`src/rtl/rpss_pkg.sv`:
```
package rpss_pkg;

    localparam int SAMPLE_W = 12;
    localparam int SLOPE_W  = 20;
    localparam int TICK_W   = 8;
    localparam int SP_W     = 16;
    localparam int PHASE_W  = 3;
    localparam int CFG_AW   = 8;
    localparam int PROD_W   = SLOPE_W + TICK_W;

    localparam logic [PHASE_W-1:0] PH_IDLE  = 3'd0;
    localparam logic [PHASE_W-1:0] PH_RAMP1 = 3'd1;
    localparam logic [PHASE_W-1:0] PH_RAMP2 = 3'd2;
    localparam logic [PHASE_W-1:0] PH_RAMP3 = 3'd3;
    localparam logic [PHASE_W-1:0] PH_HOLD  = 3'd4;
    localparam logic [PHASE_W-1:0] PH_COOL  = 3'd5;

    localparam logic [CFG_AW-1:0] REG_RAMP_ONE_SLOPE   = 8'd0;
    localparam logic [CFG_AW-1:0] REG_RAMP_TWO_SLOPE   = 8'd1;
    localparam logic [CFG_AW-1:0] REG_RAMP_THREE_SLOPE = 8'd2;
    localparam logic [CFG_AW-1:0] REG_RAMP_ONE_TICKS   = 8'd3;
    localparam logic [CFG_AW-1:0] REG_RAMP_TWO_TICKS   = 8'd4;
    localparam logic [CFG_AW-1:0] REG_RAMP_THREE_TICKS = 8'd5;
    localparam logic [CFG_AW-1:0] REG_HOLD_TICKS       = 8'd6;
    localparam logic [CFG_AW-1:0] REG_COOL_TICKS       = 8'd7;

    localparam logic [SAMPLE_W-1:0] GLITCH_LIMIT = 12'd20;
    localparam logic [SP_W-1:0] BASE_ONE   = 16'd6400;
    localparam logic [SP_W-1:0] BASE_TWO   = 16'd38400;
    localparam logic [SP_W-1:0] BASE_THREE = 16'd46848;
    localparam logic [SP_W-1:0] PEAK_SP    = 16'd57600;
    localparam logic [SP_W-1:0] COOL_SP    = 16'd6400;
    localparam logic [SP_W-1:0] SP_MAX     = 16'hFFFF;

    localparam logic [SLOPE_W-1:0] RST_RAMP_ONE_SLOPE   = 20'd45511;
    localparam logic [SLOPE_W-1:0] RST_RAMP_TWO_SLOPE   = 20'd30037;
    localparam logic [SLOPE_W-1:0] RST_RAMP_THREE_SLOPE = 20'd76459;
    localparam logic [TICK_W-1:0] RST_RAMP_ONE_TICKS    = 8'd180;
    localparam logic [TICK_W-1:0] RST_RAMP_TWO_TICKS    = 8'd72;
    localparam logic [TICK_W-1:0] RST_RAMP_THREE_TICKS  = 8'd36;
    localparam logic [TICK_W-1:0] RST_HOLD_TICKS        = 8'd18;
    localparam logic [TICK_W-1:0] RST_COOL_TICKS        = 8'd180;

    typedef struct packed {
        logic [SLOPE_W-1:0] ramp_one_slope;
        logic [SLOPE_W-1:0] ramp_two_slope;
        logic [SLOPE_W-1:0] ramp_three_slope;
        logic [TICK_W-1:0]  ramp_one_ticks;
        logic [TICK_W-1:0]  ramp_two_ticks;
        logic [TICK_W-1:0]  ramp_three_ticks;
        logic [TICK_W-1:0]  hold_ticks;
        logic [TICK_W-1:0]  cool_ticks;
    } cfg_t;

    typedef struct packed {
        logic [SAMPLE_W-1:0] previous_sample;
        logic [PHASE_W-1:0]  phase;
        logic [TICK_W-1:0]   tick;
        logic [SP_W-1:0]     setpoint;
    } prof_state_t;

    typedef struct packed {
        logic [SAMPLE_W-1:0] temp_sample;
        logic                start_req;
        logic                abort;
    } item_t;

endpackage

```
`src/rtl/rpss_cfg_regs.sv`:
```
module rpss_cfg_regs (
    input  logic                        aclk,
    input  logic                        aresetn,
    input  logic                        wr_en,
    input  logic [rpss_pkg::CFG_AW-1:0] wr_addr,
    input  logic [rpss_pkg::SLOPE_W-1:0] wr_data,
    output rpss_pkg::cfg_t              cfg
);

    rpss_pkg::cfg_t cfg_reg;
    rpss_pkg::cfg_t cfg_next;

    always_comb begin
        cfg_next = cfg_reg;
        if (wr_en) begin
            case (wr_addr)
                rpss_pkg::REG_RAMP_ONE_SLOPE:   cfg_next.ramp_one_slope   = wr_data;
                rpss_pkg::REG_RAMP_TWO_SLOPE:   cfg_next.ramp_two_slope   = wr_data;
                rpss_pkg::REG_RAMP_THREE_SLOPE: cfg_next.ramp_three_slope = wr_data;
                rpss_pkg::REG_RAMP_ONE_TICKS:
                    cfg_next.ramp_one_ticks = wr_data[rpss_pkg::TICK_W-1:0];
                rpss_pkg::REG_RAMP_TWO_TICKS:
                    cfg_next.ramp_two_ticks = wr_data[rpss_pkg::TICK_W-1:0];
                rpss_pkg::REG_RAMP_THREE_TICKS:
                    cfg_next.ramp_three_ticks = wr_data[rpss_pkg::TICK_W-1:0];
                rpss_pkg::REG_HOLD_TICKS:
                    cfg_next.hold_ticks = wr_data[rpss_pkg::TICK_W-1:0];
                rpss_pkg::REG_COOL_TICKS:
                    cfg_next.cool_ticks = wr_data[rpss_pkg::TICK_W-1:0];
                default: ;
            endcase
        end
    end

    always_ff @(posedge aclk) begin
        if (!aresetn) begin
            cfg_reg.ramp_one_slope   <= rpss_pkg::RST_RAMP_ONE_SLOPE;
            cfg_reg.ramp_two_slope   <= rpss_pkg::RST_RAMP_TWO_SLOPE;
            cfg_reg.ramp_three_slope <= rpss_pkg::RST_RAMP_THREE_SLOPE;
            cfg_reg.ramp_one_ticks   <= rpss_pkg::RST_RAMP_ONE_TICKS;
            cfg_reg.ramp_two_ticks   <= rpss_pkg::RST_RAMP_TWO_TICKS;
            cfg_reg.ramp_three_ticks <= rpss_pkg::RST_RAMP_THREE_TICKS;
            cfg_reg.hold_ticks       <= rpss_pkg::RST_HOLD_TICKS;
            cfg_reg.cool_ticks       <= rpss_pkg::RST_COOL_TICKS;
        end else begin
            cfg_reg <= cfg_next;
        end
    end

    assign cfg = cfg_reg;

endmodule

```
`src/rtl/rpss_step.sv`:
```
module rpss_step (
    input  rpss_pkg::cfg_t                cfg,
    input  rpss_pkg::prof_state_t         cur,
    input  rpss_pkg::item_t               item,
    output rpss_pkg::prof_state_t         nxt,
    output logic                          sample_ok,
    output logic                          done
);

    function automatic logic [rpss_pkg::TICK_W-1:0] phase_limit(
        input rpss_pkg::cfg_t c,
        input logic [rpss_pkg::PHASE_W-1:0] p
    );
        logic [rpss_pkg::TICK_W-1:0] lim;
        case (p)
            rpss_pkg::PH_RAMP1: lim = c.ramp_one_ticks;
            rpss_pkg::PH_RAMP2: lim = c.ramp_two_ticks;
            rpss_pkg::PH_RAMP3: lim = c.ramp_three_ticks;
            rpss_pkg::PH_HOLD:  lim = c.hold_ticks;
            default:            lim = c.cool_ticks;
        endcase
        return lim;
    endfunction

    logic [rpss_pkg::SAMPLE_W-1:0] diff;
    logic [rpss_pkg::PHASE_W-1:0]  ph;
    logic [rpss_pkg::TICK_W-1:0]   tk;
    logic [rpss_pkg::SP_W-1:0]     sp;
    logic                          dn;
    logic                          settled;
    logic [rpss_pkg::SLOPE_W-1:0]  slope;
    logic [rpss_pkg::SP_W-1:0]     base;
    logic [rpss_pkg::PROD_W-1:0]   prod;
    logic [rpss_pkg::PROD_W-8:0]   ramp_sum;
    logic [rpss_pkg::SP_W-1:0]     ramp_sp;

    always_comb begin
        diff = (item.temp_sample >= cur.previous_sample)
             ? item.temp_sample - cur.previous_sample
             : cur.previous_sample - item.temp_sample;
        sample_ok = (item.temp_sample != '0) && (diff <= rpss_pkg::GLITCH_LIMIT);
    end

    // Phase advance: after the first step the tick is zero, so further steps
    // only happen through phases whose limit is zero.
    always_comb begin
        ph = cur.phase;
        tk = cur.tick;
        sp = cur.setpoint;
        dn = 1'b0;
        settled = 1'b0;
        if (item.start_req && cur.phase == rpss_pkg::PH_IDLE) begin
            ph = rpss_pkg::PH_RAMP1;
            tk = '0;
            sp = '0;
        end
        if (sample_ok && ph != rpss_pkg::PH_IDLE) begin
            for (int i = 0; i < 6; i++) begin
                if (!dn && !settled) begin
                    if (tk >= phase_limit(cfg, ph)) begin
                        tk = '0;
                        if (ph >= rpss_pkg::PH_COOL) begin
                            ph = rpss_pkg::PH_IDLE;
                            sp = '0;
                            dn = 1'b1;
                        end else begin
                            ph = ph + 3'd1;
                            if (ph == rpss_pkg::PH_HOLD) begin
                                sp = rpss_pkg::PEAK_SP;
                            end else if (ph == rpss_pkg::PH_COOL) begin
                                sp = rpss_pkg::COOL_SP;
                            end
                        end
                    end else begin
                        settled = 1'b1;
                    end
                end
            end
        end
    end

    always_comb begin
        case (ph)
            rpss_pkg::PH_RAMP1: begin
                slope = cfg.ramp_one_slope;
                base  = rpss_pkg::BASE_ONE;
            end
            rpss_pkg::PH_RAMP2: begin
                slope = cfg.ramp_two_slope;
                base  = rpss_pkg::BASE_TWO;
            end
            default: begin
                slope = cfg.ramp_three_slope;
                base  = rpss_pkg::BASE_THREE;
            end
        endcase
        prod     = rpss_pkg::PROD_W'(slope) * rpss_pkg::PROD_W'(tk);
        ramp_sum = (rpss_pkg::PROD_W-7)'(base)
                 + (rpss_pkg::PROD_W-7)'(prod[rpss_pkg::PROD_W-1:8]);
        ramp_sp  = (ramp_sum > (rpss_pkg::PROD_W-7)'(rpss_pkg::SP_MAX))
                 ? rpss_pkg::SP_MAX : ramp_sum[rpss_pkg::SP_W-1:0];
    end

    always_comb begin
        nxt.previous_sample = item.temp_sample;
        done = 1'b0;
        if (item.abort) begin
            nxt.phase    = rpss_pkg::PH_IDLE;
            nxt.tick     = '0;
            nxt.setpoint = '0;
        end else begin
            nxt.phase    = ph;
            nxt.tick     = tk;
            nxt.setpoint = sp;
            done         = dn;
            if (sample_ok && ph != rpss_pkg::PH_IDLE && !dn) begin
                if (ph == rpss_pkg::PH_RAMP1 || ph == rpss_pkg::PH_RAMP2 ||
                    ph == rpss_pkg::PH_RAMP3) begin
                    nxt.setpoint = ramp_sp;
                end
                nxt.tick = tk + 8'd1;
            end
        end
    end

endmodule

```
`src/rtl/reflow_profile_setpoint_sequencer.sv`:
```
// Channel  | Direction | Handshake          | Payload
// s_       | in        | s_tvalid/s_tready  | s_tdata: temp_sample, start_req, abort
// m_       | out       | m_tvalid/m_tready  | m_tdata: setpoint, phase, sample_ok; m_tlast
// cfg_     | in        | cfg_valid/cfg_ready| cfg_addr register index, cfg_data value
//
// One item per clock cycle is sustained while m_tready is high; an accepted item goes
// to the input register, then the result register; the block holds at most two items.
// A synchronous low aresetn clears the profile state, the handshake state and
// restores the register defaults. A stalled result holds its item; the input
// register takes at most one more item, then s_tready stays low until the
// result is taken.
module reflow_profile_setpoint_sequencer (
    input  logic        aclk,
    input  logic        aresetn,
    input  logic        s_tvalid,
    output logic        s_tready,
    input  logic [15:0] s_tdata,    // [11:0] temp_sample, [12] start_req, [13] abort
    output logic        m_tvalid,
    input  logic        m_tready,
    output logic [23:0] m_tdata,    // [15:0] setpoint, [18:16] phase, [19] sample_ok
    output logic        m_tlast,    // done_res
    input  logic        cfg_valid,
    output logic        cfg_ready,
    input  logic [rpss_pkg::CFG_AW-1:0]  cfg_addr,
    input  logic [rpss_pkg::SLOPE_W-1:0] cfg_data
);

    rpss_pkg::cfg_t        cfg;
    rpss_pkg::item_t       in_item_reg;
    rpss_pkg::item_t       in_item_next;
    logic                  in_valid_reg;
    logic                  in_valid_next;
    rpss_pkg::prof_state_t state_reg;
    rpss_pkg::prof_state_t state_next;
    rpss_pkg::prof_state_t step_state;
    logic                  step_ok;
    logic                  step_done;
    logic                  out_valid_reg;
    logic                  out_valid_next;
    logic [rpss_pkg::SP_W-1:0]    out_sp_reg;
    logic [rpss_pkg::SP_W-1:0]    out_sp_next;
    logic [rpss_pkg::PHASE_W-1:0] out_phase_reg;
    logic [rpss_pkg::PHASE_W-1:0] out_phase_next;
    logic                  out_ok_reg;
    logic                  out_ok_next;
    logic                  out_done_reg;
    logic                  out_done_next;
    logic                  advance;
    logic                  s_accept;

    assign cfg_ready = 1'b1;

    rpss_cfg_regs u_cfg (
        .aclk    (aclk),
        .aresetn (aresetn),
        .wr_en   (cfg_valid),
        .wr_addr (cfg_addr),
        .wr_data (cfg_data),
        .cfg     (cfg)
    );

    rpss_step u_step (
        .cfg       (cfg),
        .cur       (state_reg),
        .item      (in_item_reg),
        .nxt       (step_state),
        .sample_ok (step_ok),
        .done      (step_done)
    );

    assign advance  = in_valid_reg && (!out_valid_reg || m_tready);
    assign s_tready = !in_valid_reg || advance;
    assign s_accept = s_tvalid && s_tready;

    always_comb begin
        in_valid_next  = in_valid_reg;
        in_item_next   = in_item_reg;
        state_next     = state_reg;
        out_valid_next = out_valid_reg;
        out_sp_next    = out_sp_reg;
        out_phase_next = out_phase_reg;
        out_ok_next    = out_ok_reg;
        out_done_next  = out_done_reg;
        if (m_tready) begin
            out_valid_next = 1'b0;
        end
        if (advance) begin
            in_valid_next  = 1'b0;
            state_next     = step_state;
            out_valid_next = 1'b1;
            out_sp_next    = step_state.setpoint;
            out_phase_next = step_state.phase;
            out_ok_next    = step_ok;
            out_done_next  = step_done;
        end
        if (s_accept) begin
            in_valid_next         = 1'b1;
            in_item_next.temp_sample = s_tdata[11:0];
            in_item_next.start_req   = s_tdata[12];
            in_item_next.abort       = s_tdata[13];
        end
    end

    always_ff @(posedge aclk) begin
        if (!aresetn) begin
            in_valid_reg   <= 1'b0;
            out_valid_reg  <= 1'b0;
            state_reg      <= '0;
        end else begin
            in_valid_reg   <= in_valid_next;
            out_valid_reg  <= out_valid_next;
            state_reg      <= state_next;
        end
        in_item_reg   <= in_item_next;
        out_sp_reg    <= out_sp_next;
        out_phase_reg <= out_phase_next;
        out_ok_reg    <= out_ok_next;
        out_done_reg  <= out_done_next;
    end

    assign m_tvalid = out_valid_reg;
    assign m_tdata  = {4'b0, out_ok_reg, out_phase_reg, out_sp_reg};
    assign m_tlast  = out_done_reg;

endmodule

```
`config.mk`:
```
export PLATFORM = sky130hd
export DESIGN_NAME = reflow_profile_setpoint_sequencer
export DESIGN_NICKNAME = d
export VERILOG_FILES = /design/src/rtl/rpss_pkg.sv /design/src/rtl/rpss_cfg_regs.sv /design/src/rtl/rpss_step.sv /design/src/rtl/reflow_profile_setpoint_sequencer.sv
export SDC_FILE = /design/constraint.sdc
export NUM_CORES = 1
export LEC_CHECK = 0
export CAP_MARGIN = 40
export CORE_ASPECT_RATIO = 1.1
export CORE_MARGIN = 5
export CORE_UTILIZATION = 41
export DETAILED_ROUTE_END_ITERATION = 8
export DONT_BUFFER_PORTS = 1
export MAX_ROUTING_LAYER = met4
export PLACE_DENSITY = 0.57
export SYNTH_ARGS = -nofsm -noshare
export SYNTH_HDL_FRONTEND = slang
export SYNTH_SLANG_ARGS = --single-unit
export TNS_END_PERCENT = 10
```
`constraint.sdc`:
```
create_clock -name aclk -period 70.4 [get_ports aclk]
set_clock_uncertainty 0.2 [all_clocks]
set_input_delay 7.04 -clock aclk [delete_from_list [all_inputs] [get_ports aclk]]
set_output_delay 7.04 -clock aclk [all_outputs]
set_load 0.01 [all_outputs]
```
==> qor.yml <==
power_frac_seq_pct: 45.2
crit_path_end: "out_sp_reg[14]"
dieArea_sq_um: 48200
setup_viol: 0
p_int_w: 0.000164
seqCellArea_sq_um: 3870
io_buffers: 0
antenna_found_initial: 1
via_per_inst: 5.86
multiInputGateArea_sq_um: 13000
die_w_microns: 210
rsz0062_at_grt: "false"
slowest_delay_ns: 0.96
slew_violations: 0
dr.pass1.iters: 8
drive_above_1_share_pct: 5.85
wl_microns: 56400
end_kind: "register"
wire_per_inst_microns: 20.2
postRouteAntennaNets: 0
path_clk_slew_ns: 0.07
dpl.hpwl_microns: 42500
cts_resized: 0
r2r_start: "state_reg[24]"
switchingPower_w: 0.0000707
power.density_nw_per_um2: 12.3
place_inst: 2763
fin_crit_ns: 30.94
yosys.area.top_type_share_pct: 15.7
grt_pass1_vias: 16400
synth_flop_cell: "dfxtp_1"
p_sw_share_pct: 30.1
netlist_top_cells_count: "302 x nand2_1, 241 x nor2_1, 162 x inv_1, 159 x a21oi_1, 155 x ha_1"
yosysMostFrequentCell: "nand2_1"
timing.setup.tns_ns: 0
comb_power_share_pct: 14.1
maxSlewHeadroom_pct: 32.3
cts_setup_buffers: 0
hold_viol: 0
r2r_slack_ns: 39.46
overflow: 0
htree_levels: 4
fin_crit_sh_pct: 44.0
ys_warn_count: 0
synth_edf_count: 35
grt_max_degree: 129
cts_hold_buf: 0
worst-r2r-cell-count: 126
drc: 0
final_cells: 2796
synth.area.top_cells: "dfxtp_1 16%, fa_1 12%, ha_1 11%"
cts.path.max_buffers: 2
n_fill_cell: 4415
core-area_sq_um: 43400
postSynthCellCount: 2281
syn_avg_cell_area_sq_um: 7.89
power_w: 0.000234
syn_to_final_growth_pct: 6.27
worstSetupStartpointType: "register"
clockRootBuffer: "clkbuf_16"
p_clk_share_pct: 40.8
grt_pass1_wl_microns: 90800
seq_area_frac_synth_pct: 21.5
worstMarginPinSlew_ns: 1.02
critPathKind: "reg2reg"
max_freq_ghz: 0.0323
ys_ff_latch: 176
clk_latency_ns: 0.45
peakVddDrop_v: 0.0000133
p_leak_nw: 8.32
grt.total_usage_pct: 24.0
cp.arrival_ns: 30.91
largest_register_ffs: 100
nets: 2520
numCtsBuffers: 17
synthDistinctLibCells: 94
cts_num_sinks: 176
place_congestion: 0.942
syn-cell-area_sq_um: 18000
start_util_pct: 41.4
reg2reg_to: "out_sp_reg[14]"
drt_first_iter_violations: 1410
synth_top_area_cell: "dfxtp_1"
io_pins: 77
vias: 16400
status: "finished clean"
max_cap_violations: 0
fin_util_pct: 44.0
crit_fanout: 26
slowest_stage: "or4b_2"
crit_top_cell: "a21oi_1"
startpoint: "state_reg[24]"
fp.dieH_microns: 230
hold_path_class: "reg2reg"
core.rowCount: 80
async_flop_share_pct: 0
required_ns: 70.37
cts_tree: "done"
placed cells by master, fill, tap and decap left out, types with 7 or more instances in the layout:
cell       count
o211ai_1      22
clkbuf_16     17
xor2_1        11
a21o_1        42
o22ai_1       23
a31oi_1        8
a32oi_1       15
a22oi_1       74
and2_1        22
nand2_1      302
dfxtp_1      141
nor2b_1       52
nand4_1        9
nor4_1         8
xnor2_1       19
o21bai_1       8
nor3_1        55
o31ai_1       19
nor2_1       238
a21boi_0      49
o21ai_1       25
o21ai_0       72
edfxtp_1      35
buf_4         31
mux2i_1       42
nor3_2         7
fa_1         108
ha_1         155
and3_1        11
or2_2         12
nand3_1       59
inv_1        162
o21a_1        18
nand2b_1      27
a221oi_1      11
a21oi_1      159
or3_1          9
worst max-delay path, delay by kind of cell, from the launching register on:
| family | cells | cell delay (ns) |
|---|---|---|
| DFF | 1 | 0.30 |
| and+or+nand+nor | 38 | 10.75 |
| buffers and inverters | 15 | 2.39 |
| adders and majority gates | 16 | 5.57 |
| xor gates and xnor gates | 1 | 0.21 |
| muxes | 3 | 0.89 |
| AOI/OAI and AO/OA | 53 | 10.30 |
cells by family (layout without fill, tap and decap cells):
| group | Yosys count | count (layout) | share of synthesized area (%) |
|---|---|---|---|
| multiplexers | 45 | 45 | 2.59 |
| buffers and inverters | 298 | 235 | 6.48 |
| AND/OR/NAND/NOR | 851 | 851 | 21.8 |
| flip-flops | 176 | 176 | 21.5 |
| other | 2 | 6 | 0.0417 |
| AO/OA/AOI/OAI | 615 | 615 | 23.2 |
| XOR/XNOR | 31 | 31 | 1.55 |
| adder cells (fa/ha/maj) | 263 | 263 | 22.8 |
per-stage QoR:
step / setup slack (ns) / hold WS, ns / area [sq um]
after detailed placement: 39.92 / 0.241 / 18500
after global routing: 37.47 / 0.286 / 19100
after global placement: 39.83 / 0.233 / 18400
final: 39.46 / 0.257 / 19100
after CTS: 39.75 / 0.256 / 19100
after floorplan: 43.76 / 0.225 / 18000
power groups by stage:
stage | sequential (W) | clock, W | combinational, W
floorplan | 0.000108 | 0 | 0.0000251
global placement | 0.000108 | 0 | 0.0000316
detailed placement | 0.000108 | 0 | 0.0000325
CTS | 0.000106 | 0.0000974 | 0.0000327
global route | 0.000106 | 0.000102 | 0.0000364
finish | 0.000106 | 0.0000956 | 0.0000330
layout make-up:
| cell class | instances | area share [%] |
|---|---|---|
| sequential | 176 | 20.3 |
| tap | 574 | 3.75 |
| clock buffer | 17 | 2.22 |
| clock inverter | 15 | 0.870 |
| multi-input combinational | 1810 | 68.0 |
| inverter | 167 | 3.28 |
| antenna | 1 | 0.0131 |
| timing repair buffer | 36 | 1.60 |
how the worst min path moves through the flow:
stage | startpoint | to | slack [ns] | cells past startpoint
global route | state_reg[10] | state_reg[10] | 0.29 | 2
CTS | state_reg[9] | state_reg[9] | 0.26 | 2
finish | state_reg[9] | state_reg[9] | 0.26 | 2
floorplan | state_reg[0] | state_reg[0] | 0.23 | 2
global placement | state_reg[0] | state_reg[0] | 0.23 | 2
detailed placement | state_reg[9] | state_reg[9] | 0.24 | 2
per-layer routing:
layer | share of wire (%) | up-vias | track usage (%)
li1 | - | 7824 | -
met3 | 4.9 | 112 | 3.11
met5 | 0 | - | -
met4 | 4.3 | 0 | 10.3
met1 | 43 | 7948 | 30.1
met2 | 48 | 505 | 39.1
No activity file was read; power rests on OpenSTA's default activity.
